===== src/rtl/core/polar_pose_regulator_top_macros.svh =====
// ----------------------------------------------------------------------------
// Polar pose regulator assertion macros
// Shared concurrent assertion forms for the regulator modules.
// ----------------------------------------------------------------------------
`ifndef POLAR_POSE_REGULATOR_TOP_MACROS_SVH
`define POLAR_POSE_REGULATOR_TOP_MACROS_SVH

// Same-cycle implication, checked out of reset
`define PPR_ASSERT_NOW(lbl, ante, cons, msg) \
  lbl: assert property (@(posedge clk) disable iff (!rst_n) (ante) |-> (cons)) else $error(msg);

// Next-cycle implication, checked out of reset
`define PPR_ASSERT_NEXT(lbl, ante, cons, msg) \
  lbl: assert property (@(posedge clk) disable iff (!rst_n) (ante) |=> (cons)) else $error(msg);

`endif


===== src/rtl/core/ppr_pkg.sv =====
// ----------------------------------------------------------------------------
// Polar pose regulator package
// Command and status types, CORDIC constants and shared arithmetic helpers.
// ----------------------------------------------------------------------------
package ppr_pkg;

  localparam int unsigned CfgIdxW  = 3;
  localparam int unsigned CfgDataW = 32;

  // Register indexes
  localparam logic [CfgIdxW-1:0] REG_GAIN_DISTANCE = 3'd0;
  localparam logic [CfgIdxW-1:0] REG_GAIN_ALPHA    = 3'd1;
  localparam logic [CfgIdxW-1:0] REG_GAIN_BETA     = 3'd2;
  localparam logic [CfgIdxW-1:0] REG_GOAL_RADIUS   = 3'd3;
  localparam logic [CfgIdxW-1:0] REG_GOAL_X        = 3'd4;
  localparam logic [CfgIdxW-1:0] REG_GOAL_Y        = 3'd5;
  localparam logic [CfgIdxW-1:0] REG_GOAL_HEADING  = 3'd6;
  localparam logic [CfgIdxW-1:0] REG_GOAL_ARMED    = 3'd7;

  // Angles in Q30 radians
  localparam logic signed [34:0] PI_Q30      = 35'sd3373259426;
  localparam logic signed [34:0] HALF_PI_Q30 = 35'sd1686629713;
  localparam logic [29:0]        INV_GAIN_Q30 = 30'd652032874;

  typedef struct packed {
    logic       capture;
    logic       load;
    logic       iter;
    logic [4:0] iter_idx;
    logic       mag;
    logic       post;
    logic       mul;
    logic       commit;
  } cmd_t;

  typedef struct packed {
    logic active;
  } stat_t;

  // atan(2^-i) in Q30
  function automatic logic signed [34:0] atan_entry(input logic [4:0] i);
    logic signed [34:0] r;
    case (i)
      5'd0:    r = 35'sd843314857;
      5'd1:    r = 35'sd497837829;
      5'd2:    r = 35'sd263043837;
      5'd3:    r = 35'sd133525159;
      5'd4:    r = 35'sd67021687;
      5'd5:    r = 35'sd33543516;
      5'd6:    r = 35'sd16775851;
      5'd7:    r = 35'sd8388437;
      5'd8:    r = 35'sd4194283;
      5'd9:    r = 35'sd2097149;
      5'd10:   r = 35'sd1048576;
      5'd31:   r = 35'sd0;
      default: r = 35'sd1 <<< (5'd30 - i);
    endcase
    return r;
  endfunction

  // Clamp to the signed 32 bit range
  function automatic logic signed [31:0] sat32(input logic signed [61:0] v);
    logic signed [31:0] r;
    if (v > 62'sd2147483647) begin
      r = 32'sh7FFFFFFF;
    end else if (v < -62'sd2147483648) begin
      r = 32'sh80000000;
    end else begin
      r = v[31:0];
    end
    return r;
  endfunction

endpackage


===== src/rtl/core/ppr_ctrl.sv =====
// ----------------------------------------------------------------------------
// Polar pose regulator controller
// Sequences capture, CORDIC iterations, multiplies and result commit.
// ----------------------------------------------------------------------------
`include "polar_pose_regulator_top_macros.svh"

module ppr_ctrl #(
  parameter int unsigned CORDIC_STEPS = 20
) (
  input  logic           clk,
  input  logic           rst_n,
  input  logic           in_valid,
  output logic           in_ready,
  output logic           out_valid,
  input  logic           out_ready,
  input  ppr_pkg::stat_t stat,
  output ppr_pkg::cmd_t  cmd
);

  localparam int unsigned CntW = (CORDIC_STEPS > 1) ? $clog2(CORDIC_STEPS) : 1;

  typedef enum logic [6:0] {
    S_IDLE = 7'b0000001,
    S_LOAD = 7'b0000010,
    S_ITER = 7'b0000100,
    S_MAG  = 7'b0001000,
    S_POST = 7'b0010000,
    S_MUL  = 7'b0100000,
    S_FIN  = 7'b1000000
  } ppr_state_t;

  ppr_state_t state_r, state_nxt;
  logic [CntW-1:0] cnt_r, cnt_nxt;
  logic out_valid_r, out_valid_nxt;
  logic in_fire, commit, last_iter;

  assign in_ready  = (state_r == S_IDLE);
  assign in_fire   = in_valid && in_ready;
  assign out_valid = out_valid_r;
  assign commit    = (state_r == S_FIN) && (!out_valid_r || out_ready);
  assign last_iter = (cnt_r == CntW'(CORDIC_STEPS - 1));

  // Drive datapath commands
  always_comb begin
    cmd          = '0;
    cmd.capture  = in_fire;
    cmd.load     = (state_r == S_LOAD);
    cmd.iter     = (state_r == S_ITER);
    cmd.iter_idx = 5'(cnt_r);
    cmd.mag      = (state_r == S_MAG);
    cmd.post     = (state_r == S_POST);
    cmd.mul      = (state_r == S_MUL);
    cmd.commit   = commit;
  end

  // Advance the sequence
  always_comb begin
    state_nxt = state_r;
    cnt_nxt   = cnt_r;
    case (state_r)
      S_IDLE: begin
        if (in_fire) state_nxt = S_LOAD;
      end
      S_LOAD: begin
        cnt_nxt   = '0;
        state_nxt = stat.active ? S_ITER : S_FIN;
      end
      S_ITER: begin
        cnt_nxt = cnt_r + 1'b1;
        if (last_iter) state_nxt = S_MAG;
      end
      S_MAG:  state_nxt = S_POST;
      S_POST: state_nxt = S_MUL;
      S_MUL:  state_nxt = S_FIN;
      S_FIN: begin
        if (commit) state_nxt = S_IDLE;
      end
      default: state_nxt = S_IDLE;
    endcase
  end

  // Hold the result slot until taken
  always_comb begin
    out_valid_nxt = out_valid_r;
    if (out_valid_r && out_ready) out_valid_nxt = 1'b0;
    if (commit) out_valid_nxt = 1'b1;
  end

  always_ff @(posedge clk) begin
    if (!rst_n) begin
      state_r     <= S_IDLE;
      cnt_r       <= '0;
      out_valid_r <= 1'b0;
    end else begin
      state_r     <= state_nxt;
      cnt_r       <= cnt_nxt;
      out_valid_r <= out_valid_nxt;
    end
  end

  `PPR_ASSERT_NEXT(a_fire_load, in_fire, state_r == S_LOAD, "accept did not start load")
  `PPR_ASSERT_NEXT(a_iter_done, (state_r == S_ITER) && last_iter, state_r == S_MAG,
                   "iteration count overran")
  `PPR_ASSERT_NEXT(a_commit_out, commit, out_valid_r, "committed result not presented")

endmodule


===== config.mk =====
export PLATFORM = sky130hd
export DESIGN_NAME = ppr_ctrl
export DESIGN_NICKNAME = d
export VERILOG_FILES = /design/src/rtl/core/ppr_pkg.sv /design/src/rtl/core/ppr_ctrl.sv
export VERILOG_INCLUDE_DIRS = /design/src /design/src/rtl/core
export SDC_FILE = /design/constraint.sdc
export NUM_CORES = 1
export LEC_CHECK = 0
export ABC_AREA = 1
export BUFFER_PORTS_ARGS = -buffer_cell sky130_fd_sc_hd__buf_2
export CORE_MARGIN = 1
export CORE_UTILIZATION = 50
export CTS_CLUSTER_DIAMETER = 30
export DETAILED_ROUTE_END_ITERATION = 8
export PLACE_DENSITY = 0.73
export SYNTH_ARGS = -nofsm -noshare
export SYNTH_HDL_FRONTEND = slang
export SYNTH_SLANG_ARGS = --single-unit
export TNS_END_PERCENT = 5

===== constraint.sdc =====
create_clock -name clk -period 2.6 [get_ports clk]
set_input_delay 0 -clock clk [delete_from_list [all_inputs] [get_ports clk]]
set_output_delay 0 -clock clk [all_outputs]
set_load 0.02 [all_outputs]

# Yosys cells after proc, flatten, opt, wreduce, memory -nomap -nowiden

Cells that the tools add are included.

Multiplexer cells: 8
Reduce and logical (&&, ||, !) cells: 8
Equal/unequal tests: 11
Add/sub/neg operators: 1

Operator list:

| operator            | count |
|---|---|
| $pmux 7 s7          | 1 |
| $mux 7              | 4 |
| $pmux 5 s2          | 1 |
| $eq 7x1->1 const B  | 1 |
| $eq 7x2->1 const B  | 1 |
| $eq 7x3->1 const B  | 1 |
| $eq 7x4->1 const B  | 1 |
| $eq 7x5->1 const B  | 1 |
| $eq 7x6->1 const B  | 1 |
| $eq 7x7->1 const B  | 1 |
| $add 5x1->5 const B | 1 |
| $eq 5x5->1 const B  | 1 |
| $ne 2x1->1 const B  | 2 |
| $reduce_bool 2->1   | 2 |
| $logic_and 1x1->1   | 3 |
| $reduce_and 3->1    | 1 |
| $mux 1              | 2 |
| $ne 2x2->1 const B  | 1 |
| $logic_not 1->1     | 1 |
| $logic_or 1x1->1    | 1 |

Input bits: 5
Bits in registers: 13
Word-level logic and storage cells: 31
Output and inout bits: 14

# Logic depth before layout (Yosys ltp)

Word-level depth: 5
Depth in mapped cells: 9
Depth with buffers taken out: 9

# Worst setup path after synthesis

No wires, ideal clock.

Path kind: reg-to-reg
From: reg cnt_r[0]
To: reg state_r[6]
Path buffers: 0
Library setup time: 0.113 ns
Period minus slack after synthesis: 1.295 ns
Cell stages (with the launch flop): 7
Setup slack: 1.305 ns
Data required time: 2.487 ns
Arrival: 1.182 ns
Cell sequence: dfxtp_1 > ha_1 > nand3_1 > nand2_4 > nand3_2 > nor2_1 > nor2_1

Word-level cells in the longest chain between the ends: 3

RTL lines:

| element                    | RTL line       | RTL |
|---|---|---|
| start, declared            | ppr_ctrl.sv:33 | `logic [CntW-1:0] cnt_r, cnt_nxt;` |
| start signal, assigned     | ppr_ctrl.sv:96 | `cnt_r <= cnt_nxt;` |
| $eq 5x5->1                 | ppr_ctrl.sv:41 | `assign last_iter = (cnt_r == CntW'(CORDIC_STEPS - 1));` |
| $ne 2x1->1 (no line)       | -              |  |
| $reduce_and 3->1 (no line) | -              |  |
| end signal, assigned       | ppr_ctrl.sv:95 | `state_r <= state_nxt;` |
| end, declared              | ppr_ctrl.sv:32 | `ppr_state_t state_r, state_nxt;` |

Every way passes these cells.
A chain may end at the register's enable or synchronous reset.

==> flow_summary.yaml <==
logic_synthesis:
  synth_xor_area_frac: 0.0121
  synth_adder_area_share: 0.0173
  synth_top_family_by_area: "simple AND/OR/NAND/NOR gates"
  synth-seq-area-share: 0.360
  synth.net_count: 109
  synth-compound-area-share: 0.0780
  synth_mux_area_frac: 0
  avgSynthCellArea_sq_um: 7.01
  synth.distinct_cells: 22
  synth_cells: 103
  ys_seq_elements: 13
  netlist_area_sq_um: 722
  synth_warnings: 0
  synth_simple_gate_area_frac: 0.433
global_routing:
  grt_pass1_vias: 521
  grt_overflow: 0
  grt_max_degree: 10
  grt_antenna_before_repair: 0
  grt_first_pass_wirelength_mm: 2.26
  grt_use_total: 0.220
sta:
  maxSlewViolCount: 0
  hold_slack_ns: 0.00270
  tns_ns: 0
  fmax_mhz: 718
  setup_ws_ns: 1.21
  fin_crit_ns: 1.39
  setup_viol: 0
  hold_viol_final: 0
  clock_skew_ns: 0.00384
  tightest_slew_ns: 0.270
  timing.slew.headroom: 0.819
  final.period_utilization: 0.536
  grt_setup_unrepaired: "no"
setup_path:
  cp-end-kind: "output pin"
  start_kind: "flip-flop"
  path_class: "reg2out"
  crit_path_max_fanout: 4
  crit_required_ns: 2.60
  critPathArrivalTime_ns: 1.39
die:
  rows: 13
  fp.dieArea_sq_um: 1600
  initial_utilization: 0.548
  dieWidth_microns: 40
  fp.dieH_microns: 40
  core_sq_um: 1320
  boundaryPins: 19
cts:
  cts_resized: 0
  numCtsBuffers: 3
  cts.sinks: 13
  cts.path.max_buffers: 2
  h-tree-depth: 1
  clk_latency_ns: 0.29
  path_clk_slew_ns: 0.08
  cts_setup_buffers: 0
  root_buffer: "clkbuf_4"
  cts_hold_buf: 2
  cts_tree: "built"
place:
  port_buffers: 18
  pre_cts_ws_ns: 1.38
  dp.final_hpwl_mm: 1.11
  gp_congestion: 0.853
outcome:
  outcome: "finished clean"
route:
  drtAntennaViolNets: 0
  first_pass_iters: 4
  vias: 693
  wl_per_cell_microns: 10.5
  finalWirelength_mm: 1.48
  viasPerCell: 4.95
  drc: 0
  drtIter0Drc: 18
finish:
  area_growth_pct: 19.4
  antenna_cells: 0
  drive_above_1_share: 0.256
  nets: 132
job:
  maxCapViolCount: 0
min_path:
  holdCritPathClass: "in2reg"
power:
  vdd_drop_max_uv: 278
  pwr_density_cell_nw_per_um2: 509
  p_leak_nw: 0.432
-- sequential cells by signal (all words and copies together) (netlist names) --
register   flops
state_r        7
cnt_r          5
out_valid      1
-- power breakdown --
part,internal (mW),total [mW],leakage (nW),switching [mW]
Sequential,0.206,0.212,0.105,0.00570
Combinational,0.0325,0.0985,0.312,0.0660
Clock,0.0598,0.128,0.0150,0.0684
Total,0.299,0.439,0.432,0.140
-- path summary, 6_finish.rpt --
kind,start,to,slack (ns),cells after the start
hold reg to reg,cnt_r[1],cnt_r[1],0.52,2
setup / recovery,state_r[2],cmd[11],1.21,6
hold / removal,in_valid,state_r[1],0.003,3
setup reg to reg,state_r[4],state_r[0],1.32,8
-- synth_stat cells, drive strengths merged --
master / instances / share of area
o31ai: 1 / 0.010
buf: 2 / 0.021
nand3: 8 / 0.069
nand2: 24 / 0.15
ha: 1 / 0.017
nor3b: 2 / 0.021
clkinv: 1 / 0.0052
a21oi: 6 / 0.042
nor2: 22 / 0.16
nor3: 4 / 0.028
nand4: 1 / 0.0087
a31o: 1 / 0.012
xnor2: 1 / 0.012
inv: 14 / 0.073
o21ai: 2 / 0.014
dfxtp: 13 / 0.36
-- worst max-delay path: stages, from the launching register on --
cell	delay, ns
dfxtp_1	0.33
nor2_1	0.17
inv_1	0.06
nor2_1	0.17
nand2_1	0.13
nor2_1	0.09
buf_2	0.16
-- cell type report --
cell class	count	area [sq um]
timing repair buffer	20	110
clock buffer	4	26.3
tap	15	18.8
inverter	15	56.3
multi-input combinational	73	390
fill	135	455
sequential	13	260
-- kinds of logic after synthesis --
family,after synthesis
buffers and inverters,17
AND/OR/NAND/NOR,61
flip-flops,13
adder cells (fa/ha/maj),1
AO/OA/AOI/OAI,10
XOR/XNOR,1
-- routing by layer --
| layer | global-route usage | part of all wire | vias up |
|---|---|---|---|
| li1 | - | - | 371 |
| met4 | 0.103 | 0.024 | 0 |
| met2 | 0.343 | 0.48 | 13 |
| met3 | 0.0500 | 0.039 | 5 |
| met1 | 0.283 | 0.46 | 304 |
| met5 | 0 | 0 | - |
-- through the flow --
step / total power, mW / util / std cells / cell area [sq um]
floorplan: 0.294 / - / 103 / 722
global placement: 0.311 / 0.619 / 134 / 816
detailed placement: 0.312 / 0.619 / 134 / 816
CTS: 0.441 / 0.654 / 140 / 862
global route: 0.467 / 0.654 / 140 / 862
finish: 0.439 / 0.654 / 140 / 862
-- cell usage in the layout, fill, tap and decap left out, drive strengths merged --
cell	instances
nor3b	2
nor2	22
dfxtp	13
clkbuf	4
o21ai	2
xnor2	1
dlygate4sd3	2
ha	1
clkinv	1
nand2	24
a31o	1
nand3	8
nor3	4
inv	14
buf	18
a21oi	6
nand4	1
o31ai	1
Note: power is estimated with default switching activity, not from simulation.
